**config.mk**
```make
export PLATFORM = sky130hd
export DESIGN_NAME = sorted_set_engine_core
export DESIGN_NICKNAME = d
export VERILOG_FILES = /design/src/rtl/sse_pkg.sv /design/src/rtl/sorted_set_engine_core.sv /design/src/rtl/sse_key_ram.sv
export SDC_FILE = /design/constraint.sdc
export NUM_CORES = 2
export LEC_CHECK = 0
export ABC_AREA = 1
export BUFFER_PORTS_ARGS = -buffer_cell sky130_fd_sc_hd__buf_2
export CAP_MARGIN = 0
export CELL_PAD_IN_SITES_DETAIL_PLACEMENT = 0
export CELL_PAD_IN_SITES_GLOBAL_PLACEMENT = 1
export CORE_MARGIN = 1
export CORE_UTILIZATION = 52
export CTS_CLUSTER_DIAMETER = 150
export CTS_CLUSTER_SIZE = 24
export DETAILED_ROUTE_END_ITERATION = 12
export HOLD_SLACK_MARGIN = 0.05
export PLACE_DENSITY = 0.87
export SLEW_MARGIN = 20
export SYNTH_ARGS = -nofsm -noshare
export SYNTH_HDL_FRONTEND = slang
export SYNTH_SLANG_ARGS = --single-unit
```
**constraint.sdc**
```tcl
create_clock -name clk -period 5.7 [get_ports clk]
set_input_delay 1.71 -clock clk [delete_from_list [all_inputs] [get_ports clk]]
set_output_delay 1.71 -clock clk [all_outputs]
set_load 0.005 [all_outputs]
```
**src/rtl/sse_pkg.sv**
```systemverilog
// ----------------------------------------------------------------------------
// Sorted set engine package
// Opcodes, status codes, sequencer states and default sizes.
// ----------------------------------------------------------------------------
`timescale 1ns / 1ps

package sse_pkg;

  localparam int SSE_CAPACITY  = 64;
  localparam int SSE_KEY_WIDTH = 32;

  typedef enum logic [1:0] {
    OP_INSERT = 2'd0,
    OP_FIND   = 2'd1,
    OP_DELETE = 2'd2,
    OP_GET    = 2'd3
  } opcode_t;

  typedef enum logic [2:0] {
    ST_OK     = 3'd0,
    ST_DUP    = 3'd1,
    ST_MISS   = 3'd2,
    ST_BADPOS = 3'd3,
    ST_FULL   = 3'd4
  } status_t;

  typedef enum logic [3:0] {
    S_IDLE,
    S_SCAN_RD,
    S_SCAN_CMP,
    S_UP_RD,
    S_UP_WR,
    S_INS_WR,
    S_POS_RD,
    S_POS_LATCH,
    S_DN_RD,
    S_DN_WR,
    S_FINISH
  } state_t;

endpackage

```
**src/rtl/sorted_set_engine_core.sv**
```systemverilog
// ----------------------------------------------------------------------------
// Sorted set engine
// Ascending set of unique keys with insert, find, delete and get.
// ----------------------------------------------------------------------------
// Input channel: in_valid / in_stall carry opcode, key and position. An item
// is taken when in_valid is high and in_stall is low. in_stall stays high
// while an item is at work and during reset.
// Output channel: out_valid / out_stall carry status, where_found, key_out
// and count, one result item per input item, from an output register.
// All work goes through one key store with a single read and a single write
// port and one key comparator, so each operation steps through the store:
//   find   : scan up from the bottom until a key is not below the searched key
//   insert : scan, then shift the keys above the slot up and write the key
//   delete : read the key at position P, then shift the keys above it down
//   get    : read the key at the position; a bad position skips the read
// A finished result sits in the output register; the engine takes the next
// item while it waits, and holds the following result until out_stall drops.
// Reset empties the set at once (count zero); entries are not cleared and are
// never read before written.
// ----------------------------------------------------------------------------
`timescale 1ns / 1ps

module sorted_set_engine_core #(
  parameter int CAPACITY  = sse_pkg::SSE_CAPACITY,
  parameter int KEY_WIDTH = sse_pkg::SSE_KEY_WIDTH
) (
  input  logic        clk,
  input  logic        rst,
  input  logic        in_valid,
  output logic        in_stall,
  input  logic [1:0]  opcode,
  input  logic [31:0] key,
  input  logic [5:0]  position,
  output logic        out_valid,
  input  logic        out_stall,
  output logic [2:0]  status,
  output logic [5:0]  where_found,
  output logic [31:0] key_out,
  output logic [6:0]  count
);

  localparam int CW = $clog2(CAPACITY + 1);
  localparam int AW = $clog2(CAPACITY);

  sse_pkg::state_t  state, state_next;
  sse_pkg::opcode_t op;
  sse_pkg::opcode_t op_in;

  logic [KEY_WIDTH-1:0] key_r;
  logic [5:0]           pos_r;
  logic [CW-1:0]        key_count, count_next;
  logic [CW-1:0]        idx, idx_next;
  logic [CW-1:0]        ptr, ptr_next;

  sse_pkg::status_t     res_status, res_status_next;
  logic [5:0]           res_where, res_where_next;
  logic [KEY_WIDTH-1:0] res_key, res_key_next;

  logic                 rd_en, wr_en;
  logic [AW-1:0]        rd_addr, wr_addr;
  logic [KEY_WIDTH-1:0] wr_data, rd_data;

  logic accept, out_free;
  logic cmp_lt, cmp_eq;
  logic scan_end, scan_miss, store_full, pos_bad;
  sse_pkg::state_t miss_target;

  assign op_in    = sse_pkg::opcode_t'(opcode);
  assign in_stall = rst || (state != sse_pkg::S_IDLE);
  assign accept   = in_valid && !in_stall;
  assign out_free = !out_valid || !out_stall;

  // shared comparator: stored key against the item key
  assign cmp_lt = rd_data < key_r;
  assign cmp_eq = rd_data == key_r;

  assign scan_end   = idx >= key_count;
  assign store_full = key_count >= CW'(CAPACITY);
  assign pos_bad    = 32'(position) >= 32'(key_count);
  assign scan_miss  = ((state == sse_pkg::S_SCAN_RD) && scan_end) ||
                      ((state == sse_pkg::S_SCAN_CMP) && !cmp_lt && !cmp_eq);
  assign miss_target = ((op == sse_pkg::OP_INSERT) && !store_full) ?
                       sse_pkg::S_UP_RD : sse_pkg::S_FINISH;

  sse_key_ram #(
    .DEPTH (CAPACITY),
    .WIDTH (KEY_WIDTH)
  ) u_ram (
    .clk     (clk),
    .wr_en   (wr_en),
    .wr_addr (wr_addr),
    .wr_data (wr_data),
    .rd_en   (rd_en),
    .rd_addr (rd_addr),
    .rd_data (rd_data)
  );

  always_comb begin
    state_next = state;
    unique case (state)
      sse_pkg::S_IDLE: begin
        if (in_valid) begin
          unique case (op_in) inside
            sse_pkg::OP_INSERT, sse_pkg::OP_FIND: state_next = sse_pkg::S_SCAN_RD;
            sse_pkg::OP_DELETE, sse_pkg::OP_GET: begin
              state_next = pos_bad ? sse_pkg::S_FINISH : sse_pkg::S_POS_RD;
            end
            default: state_next = sse_pkg::S_IDLE;
          endcase
        end
      end
      sse_pkg::S_SCAN_RD: begin
        state_next = scan_end ? miss_target : sse_pkg::S_SCAN_CMP;
      end
      sse_pkg::S_SCAN_CMP: begin
        if (cmp_lt) begin
          state_next = sse_pkg::S_SCAN_RD;
        end else if (cmp_eq) begin
          state_next = sse_pkg::S_FINISH;
        end else begin
          state_next = miss_target;
        end
      end
      sse_pkg::S_UP_RD: begin
        state_next = (ptr > idx) ? sse_pkg::S_UP_WR : sse_pkg::S_INS_WR;
      end
      sse_pkg::S_UP_WR:  state_next = sse_pkg::S_UP_RD;
      sse_pkg::S_INS_WR: state_next = sse_pkg::S_FINISH;
      sse_pkg::S_POS_RD: state_next = sse_pkg::S_POS_LATCH;
      sse_pkg::S_POS_LATCH: begin
        state_next = (op == sse_pkg::OP_GET) ? sse_pkg::S_FINISH : sse_pkg::S_DN_RD;
      end
      sse_pkg::S_DN_RD: begin
        state_next = (ptr + 1'b1 < key_count) ? sse_pkg::S_DN_WR : sse_pkg::S_FINISH;
      end
      sse_pkg::S_DN_WR:  state_next = sse_pkg::S_DN_RD;
      sse_pkg::S_FINISH: state_next = out_free ? sse_pkg::S_IDLE : sse_pkg::S_FINISH;
      default:           state_next = sse_pkg::S_IDLE;
    endcase
  end

  always_comb begin
    rd_en           = 1'b0;
    rd_addr         = idx[AW-1:0];
    wr_en           = 1'b0;
    wr_addr         = ptr[AW-1:0];
    wr_data         = rd_data;
    idx_next        = idx;
    ptr_next        = ptr;
    count_next      = key_count;
    res_status_next = res_status;
    res_where_next  = res_where;
    res_key_next    = res_key;
    unique case (state)
      sse_pkg::S_IDLE: begin
        idx_next        = '0;
        ptr_next        = CW'(position);
        res_status_next = sse_pkg::ST_BADPOS;
        res_where_next  = '0;
        res_key_next    = '0;
      end
      sse_pkg::S_SCAN_RD: begin
        rd_en = !scan_end;
      end
      sse_pkg::S_SCAN_CMP: begin
        if (cmp_lt) begin
          idx_next = idx + 1'b1;
        end else if (cmp_eq) begin
          res_status_next = (op == sse_pkg::OP_INSERT) ? sse_pkg::ST_DUP : sse_pkg::ST_OK;
          res_where_next  = 6'(idx);
          res_key_next    = key_r;
        end
      end
      sse_pkg::S_UP_RD: begin
        rd_en   = ptr > idx;
        rd_addr = AW'(ptr - 1'b1);
      end
      sse_pkg::S_UP_WR: begin
        // move one key up to open the slot
        wr_en    = 1'b1;
        ptr_next = ptr - 1'b1;
      end
      sse_pkg::S_INS_WR: begin
        wr_en      = 1'b1;
        wr_addr    = idx[AW-1:0];
        wr_data    = key_r;
        count_next = key_count + 1'b1;
      end
      sse_pkg::S_POS_RD: begin
        rd_en   = 1'b1;
        rd_addr = ptr[AW-1:0];
      end
      sse_pkg::S_POS_LATCH: begin
        res_status_next = sse_pkg::ST_OK;
        res_where_next  = pos_r;
        res_key_next    = rd_data;
      end
      sse_pkg::S_DN_RD: begin
        if (ptr + 1'b1 < key_count) begin
          rd_en   = 1'b1;
          rd_addr = AW'(ptr + 1'b1);
        end else begin
          count_next = key_count - 1'b1;
        end
      end
      sse_pkg::S_DN_WR: begin
        // close the gap one key at a time
        wr_en    = 1'b1;
        ptr_next = ptr + 1'b1;
      end
      sse_pkg::S_FINISH: begin
      end
      default: begin
      end
    endcase

    if (scan_miss) begin
      res_key_next   = key_r;
      res_where_next = '0;
      if (op == sse_pkg::OP_FIND) begin
        res_status_next = sse_pkg::ST_MISS;
      end else if (store_full) begin
        res_status_next = sse_pkg::ST_FULL;
      end else begin
        res_status_next = sse_pkg::ST_OK;
        res_where_next  = 6'(idx);
        ptr_next        = key_count;
      end
    end
  end

  always_ff @(posedge clk) begin
    if (rst) begin
      state     <= sse_pkg::S_IDLE;
      key_count <= '0;
      out_valid <= 1'b0;
    end else begin
      state     <= state_next;
      key_count <= count_next;
      if ((state == sse_pkg::S_FINISH) && out_free) begin
        out_valid <= 1'b1;
      end else if (!out_stall) begin
        out_valid <= 1'b0;
      end
    end
  end

  always_ff @(posedge clk) begin
    idx        <= idx_next;
    ptr        <= ptr_next;
    res_status <= res_status_next;
    res_where  <= res_where_next;
    res_key    <= res_key_next;
    if (accept) begin
      op    <= op_in;
      key_r <= KEY_WIDTH'(key);
      pos_r <= position;
    end
    if ((state == sse_pkg::S_FINISH) && out_free) begin
      status      <= res_status;
      where_found <= res_where;
      key_out     <= 32'(res_key);
      count       <= 7'(key_count);
    end
  end

endmodule

```
**src/rtl/sse_key_ram.sv**
```systemverilog
// ----------------------------------------------------------------------------
// Sorted set key store
// One write port and one read port with registered read data.
// ----------------------------------------------------------------------------
`timescale 1ns / 1ps

module sse_key_ram #(
  parameter int DEPTH = sse_pkg::SSE_CAPACITY,
  parameter int WIDTH = sse_pkg::SSE_KEY_WIDTH,
  localparam int AW   = $clog2(DEPTH)
) (
  input  logic             clk,
  input  logic             wr_en,
  input  logic [AW-1:0]    wr_addr,
  input  logic [WIDTH-1:0] wr_data,
  input  logic             rd_en,
  input  logic [AW-1:0]    rd_addr,
  output logic [WIDTH-1:0] rd_data
);

  logic [WIDTH-1:0] mem [DEPTH];

  always_ff @(posedge clk) begin
    if (wr_en) begin
      mem[wr_addr] <= wr_data;
    end
  end

  always_ff @(posedge clk) begin
    if (rd_en) begin
      rd_data <= mem[rd_addr];
    end
  end

endmodule

```
* Yosys cells after proc, flatten, opt, wreduce, memory -nomap -nowiden
Memory sizes are Yosys's and may differ from the RTL's. A register that Yosys moved wholly into a read port is not among the register bits. Index checks and enable logic that the tools add are counted.
Word-level totals: register bits after elaboration 155, memory bits (writable) 2048, input port bits 44, output and inout port bits 50, word-level logic and storage cells 126, memories 1
Memories:
- u_ram.mem | depth 64, bits a word 32, read ports 1, clocked after Yosys merged registers in 1, wr ports 1, RTL line sse_key_ram.sv:21 | logic [WIDTH-1:0] mem [DEPTH];
Operators by class: add/sub/neg operators 5, $lt $le $gt $ge 6, equality and inequality tests 22, multiplexer cells 48, reductions and logical operators 29
Operators by type and width (number):
- two-way mux 32 bit | 4
- one-hot mux 32 bit (3 select lines) | 1
- one-hot mux 4 bit (11 select lines) | 1
- two-way mux 6 bit | 7
- one-hot mux 6 bit (3 select lines) | 2
- two-way mux 7 bit | 5
- equality test 32 bit | 1
- less-than comparator 32 bit | 1
- two-way mux 4 bit | 7
- one-hot mux 7 bit (2 select lines) | 2
- adder 7 x 1 -> 7 bit (second input constant) | 3
- one-hot mux 7 bit (3 select lines) | 1
- equality test 4 x 3 -> 1 bit (second input constant) | 4
- two-way mux 3 bit | 5
- subtractor 7 x 1 -> 7 bit (second input constant) | 2
- equality test 4 bit (second input constant) | 3
- one-hot mux 3 bit (3 select lines) | 1
- equality test 4 x 2 -> 1 bit (second input constant) | 2
- two-way mux 1 bit | 8
- one-hot mux 4 bit (2 select lines) | 1
- nonzero test 4 bit | 2
- greater-or-equal comparator 6 x 7 -> 1 bit | 1
- greater-or-equal comparator 7 bit | 1
- greater-or-equal comparator 7 bit (second input constant) | 1
- other kinds (20) | 44

* Logic depth before layout (Yosys ltp)
word-level depth 7, depth in mapped cells 24, depth with buffers taken out 22

* Hierarchy
From an unflattened synthesis, not the netlist that was laid out.
Second synthesis, totals: cells, all modules 7696, area, all modules 91591.6 µm²
Modules (own cells, without submodules):
- sse_key_ram | times used 1, cells each 6769, area each 83058.4 µm², seq. area each 62459.9 µm²
- sorted_set_engine_core | times used 1, cells each 927, area each 8533.2 µm², seq. area each 4464.3 µm²

* Worst setup path after synthesis
No wires, ideal clock.
path type register to register, start reg state[2], end mem u_ram.mem[41][0] (netlist name), enable pin, setup time 0.502 ns, data arrival time 4.724 ns, data required time 5.198 ns, setup slack 0.474 ns, stages on the path, launching flop included 12, path buffers 1, period minus slack after synthesis 5.226 ns, cells stage by stage dfxtp_1 > inv_1 > nor2_2 > nand2_1 > nor2_2 > inv_2 > buf_2 > o21ai_1 > inv_1 > nor2_1 > nand3_1 > nor4_1
Between the ends: cells in the longest elaborated chain, start to end 5, elaborated cells between the ends (all ways) 8, classes of those cells eq/ne (3); mux (4); reduce/logical (1)
Ends and longest elaborated chain:
- start, declared | RTL line sorted_set_engine_core.sv:45 | sse_pkg::state_t state, state_next;
- start signal, assigned | RTL line sorted_set_engine_core.sv:234 | state <= sse_pkg::S_IDLE;
- start signal, assigned | RTL line sorted_set_engine_core.sv:238 | state <= state_next;
- equality test 4 x 3 -> 1 bit or equality test 4 bit (tied branches) | RTL line sorted_set_engine_core.sv:154 | unique case (state)
- OR reduction 3 bit (no source line)
- two-way mux 1 bit | RTL line sorted_set_engine_core.sv:154
- two-way mux 1 bit | RTL line sse_key_ram.sv:24 | if (wr_en) begin
- two-way mux 1 bit (not written as such) | RTL line sse_key_ram.sv:25 | mem[wr_addr] <= wr_data;
- end, declared | RTL line sse_key_ram.sv:21
Several ways; a longest one is shown, not always the timed one.

* Final worst setup path
start reg ptr[2], end reg u_ram.rd_data[16] (read register of u_ram.mem) (data pin)
Between the ends: cells in the longest elaborated chain, start to end 4, elaborated cells between the ends (all ways) 8, classes of those cells add/sub (2); order compare (2); mux (4)
Ends and longest elaborated chain:
- start, declared | RTL line sorted_set_engine_core.sv:53 | logic [CW-1:0] ptr, ptr_next;
- start signal, assigned | RTL line sorted_set_engine_core.sv:250 | ptr <= ptr_next;
- adder 7 x 1 -> 7 bit | RTL line sorted_set_engine_core.sv:199 | if (ptr + 1'b1 < key_count) begin
- less-than comparator 7 bit | RTL line sorted_set_engine_core.sv:199
- two-way mux 1 bit or two-way mux 6 bit (tied branches) | RTL line sorted_set_engine_core.sv:199
- one-hot mux 1 bit (4 select lines) or one-hot mux 6 bit (3 select lines) (tied branches) | RTL line sorted_set_engine_core.sv:154
- end, declared | RTL line sse_key_ram.sv:18 | output logic [WIDTH-1:0] rd_data
Several ways; a longest one is shown, not always the timed one. A chain may end at the register's enable or synchronous reset.

==> results.toml <==
[clock_network]
post-cts-setup-buffer-count = 0
cts_root_buffer = "clkbuf_16"
cts_sinks = 2235
cts_tree = "done"
cts_resized = 0
clkTransAtPathRegs_ns = 0.11
htree_levels = 3
hold_buffers = 0
clkLatencyLatePin_ns = 0.77
cts_max_path_buffers = 3
cts_made_buffers = 103

[synthesis]
syn-cell-area_sq_um = 99100
syn_area_per_cell_sq_um = 11.2
synth_ff_type = "edfxtp_1"
syn-instance-count = 8877
syn-num-nets = 8988
ys_types = 46
yosys_register_bits = 2235
async_flop_share_pct = 0
synth_warnings = 0
synth_edf_count = 2216
yosysSeqAreaShare_pct = 67.5

[worst_setup_path]
cp.arrival_ns = 5.67
critical_path_peak_fanout = 50
critPathLaunchType = "register"
crit_required_ns = 6.32
criticalPathCategory = "register to register"
end_kind = "register"

[worst_hold_path]
min_path_type = "register to register"

[sta]
final_hold_viol_count = 0
period_needed_ns = 5.05
setup_viol = 0
final.period_utilization_pct = 88.6
worstMarginPinSlew_ns = 1.16
tns_ns = 0
drv_slew = 0
rsz0062_at_grt = "false"
fmax_mhz = 198
slew_headroom_pct = 22.8
skew_ns = 0.0309

[route]
wire_per_inst_microns = 24.1
drcViolationCount = 0
drtIter0Drc = 9282
dr.pass1.iters = 6
drt-total-wl_microns = 271000
vias = 67221
via_per_inst = 5.98
antenna_left = 0

[power_and_ir_drop]
p_leak_nw = 40.4
p_total_w = 0.0597
internal-power_w = 0.0322
seqPwrFrac_pct = 36.0
comb_power_share_pct = 50.2
irDropWorstVdd_uv = 540
switching_share_pct = 46.0
pwr_density_cell_nw_per_um2 = 562
power.net_switching_w = 0.0275
pwr-share-clk_pct = 13.8

[die]
dieArea_sq_um = 192000
die_w_microns = 439
core_region_area_sq_um = 189000
initial_core_util_pct = 52.6
rows = 159
die_h_microns = 439
io_pins = 94

[placed_design]
place.gp.congestion = 0.908
portBuffers = 93
place_hpwl_microns = 153000

[global_routing]
grt_pass1_vias = 63801
grt_pass1_wl_microns = 403000
grt_max_degree = 138
antenna_found_initial = 6
overflow = 0
track_usage_pct = 27.7

[outcome]
status = "finished, final reports clean"

[layout]
syn2layout_area_growth_pct = 7.15
fill_cells = 15290
antennaDiodeCount = 0
drive_gt1_share_pct = 6.58
final_nets = 8853

[run]
maxCapViolations = 0
==> placed cells by master, fill, tap and decap left out, types with 48 or more instances in the layout <==
| master | Yosys | final |
|---|---|---|
| nor2_4 | 0 | 58 |
| nand3_1 | 2208 | 2207 |
| buf_4 | 17 | 197 |
| buf_12 | 0 | 48 |
| ha_1 | 66 | 66 |
| buf_2 | 285 | 93 |
| nand3b_1 | 764 | 764 |
| clkbuf_16 | 0 | 105 |
| inv_1 | 1291 | 1290 |
| nand2_1 | 1360 | 1359 |
| o21ai_0 | 92 | 59 |
| edfxtp_1 | 2216 | 2216 |
==> synth_stat cells, types with 2 or more instances <==
master        n  area, sq um
nand2_4       2         22.5
inv_1      1291         4850
o2111ai_1     4         35.0
o221ai_1      2         17.5
xnor2_1       2         17.5
nor3_1       12         60.1
a31oi_1       2         12.5
o211ai_1      3         22.5
nand2_2       6         37.5
a21boi_0      4         30.0
nand3b_1    764         5740
clkinv_1      2         7.51
nor2_1       96          360
a21oi_1      41          205
buf_6         6         67.6
nand4_1      15         93.8
o21ai_0      92          460
clkbuf_1    216          811
inv_2         7         26.3
o21a_1        5         37.5
o21ai_1       6         30.0
nand2_1    1360         5100
buf_1        54          203
a22oi_1       2         15.0
edfxtp_1   2216        66500
dfxtp_1      19          380
o31ai_1       2         15.0
xor2_1        9         78.8
buf_2       285         1430
ha_1         66          826
o22ai_1      31          194
a211oi_1      2         15.0
nor4_1       10         62.6
nand3_1    2208        11100
nor2_2        4         25.0
buf_4        17          128
a221oi_1      5         43.8
==> cell families after synthesis <==
| kind of cell | synth area share, % |
|---|---|
| AND/OR/NAND/NOR | 22.8 |
| flip-flops | 67.5 |
| buffers and inverters | 7.58 |
| AO/OA/AOI/OAI | 1.19 |
| adder cells (fa/ha/maj) | 0.853 |
| XOR/XNOR | 0.0972 |
==> worst max-delay path, cell delays in order, from the launching register on <==
cell and delay (ns):
dfxtp_1 0.61, nand4_1 0.21, nor2_1 0.15, xor2_1 0.30
ha_1 0.29, nand2_1 0.08, inv_1 0.05, a21oi_1 0.28
nand4_1 0.24, nand3_4 0.33, buf_4 0.66, buf_4 0.47
nand3_1 0.12, nand3_1 0.08, nand3_1 0.12, nand3_1 0.27
nand3_1 0.38, nand2_1 0.19
==> layer usage <==
metal  vias up  track usage (%)  routed length (microns)
met5         -                0                        0
met4         0             9.39                     9530
met3       521             4.23                    26700
met2      3583             44.7                   127000
met1     32917             38.6                   108000
li1      30200                -                        -
==> flip-flops by register name (all words and copies together) (netlist names) <==
signal         cells
count              7
idx                7
key_count          7
key_out           32
key_r             32
op                 2
out_valid          1
pos_r              6
ptr                7
res_key           32
res_status         3
res_where          6
state              4
status             3
u_ram.mem       2048
u_ram.rd_data     32
where_found        6
==> power groups by stage <==
| stage | Sequential, W | Clock (W) | Combinational [W] |
|---|---|---|---|
| floorplan | 0.0219 | 0 | 0.0187 |
| global placement | 0.0218 | 0 | 0.0289 |
| detailed placement | 0.0218 | 0 | 0.0293 |
| CTS | 0.0215 | 0.00829 | 0.0294 |
| global route | 0.0215 | 0.00880 | 0.0322 |
| finish | 0.0215 | 0.00825 | 0.0300 |
==> through the flow <==
stage | std cells | hold slack (ns) | cell area [sq um] | setup slack [ns] | utilization (%)
final | 11250 | 0.419 | 106000 | 0.648 | 56.3
after global routing | 11250 | 0.434 | 106000 | 0.412 | 56.3
after CTS | 11249 | 0.428 | 106000 | 0.788 | 56.3
after detailed placement | 11131 | 0.407 | 103000 | 0.838 | 54.9
after global placement | 11130 | 0.402 | 103000 | 0.869 | 54.9
after floorplan | 8877 | 0.400 | 99100 | 0.474 | -
==> layout make-up <==
class | instances | area [sq um] | area share [%]
multi-input combinational | 4764 | 25700 | 24.2
timing repair buffer | 338 | 2910 | 2.73
sequential | 2235 | 66900 | 63.0
clock buffer | 114 | 2660 | 2.51
inverter | 1300 | 4890 | 4.61
tap | 2495 | 3120 | 2.94
clock inverter | 4 | 71.3 | 0.0671
==> final timing paths <==
check,from,endpoint,slack [ns],cells after the start
max,ptr[2],u_ram.rd_data[16],0.65,17
min,res_key[31],key_out[31],0.42,0
max reg2reg,ptr[2],u_ram.rd_data[16],0.65,17
min reg2reg,res_key[31],key_out[31],0.42,0
Power figures use the tool's default switching activity.
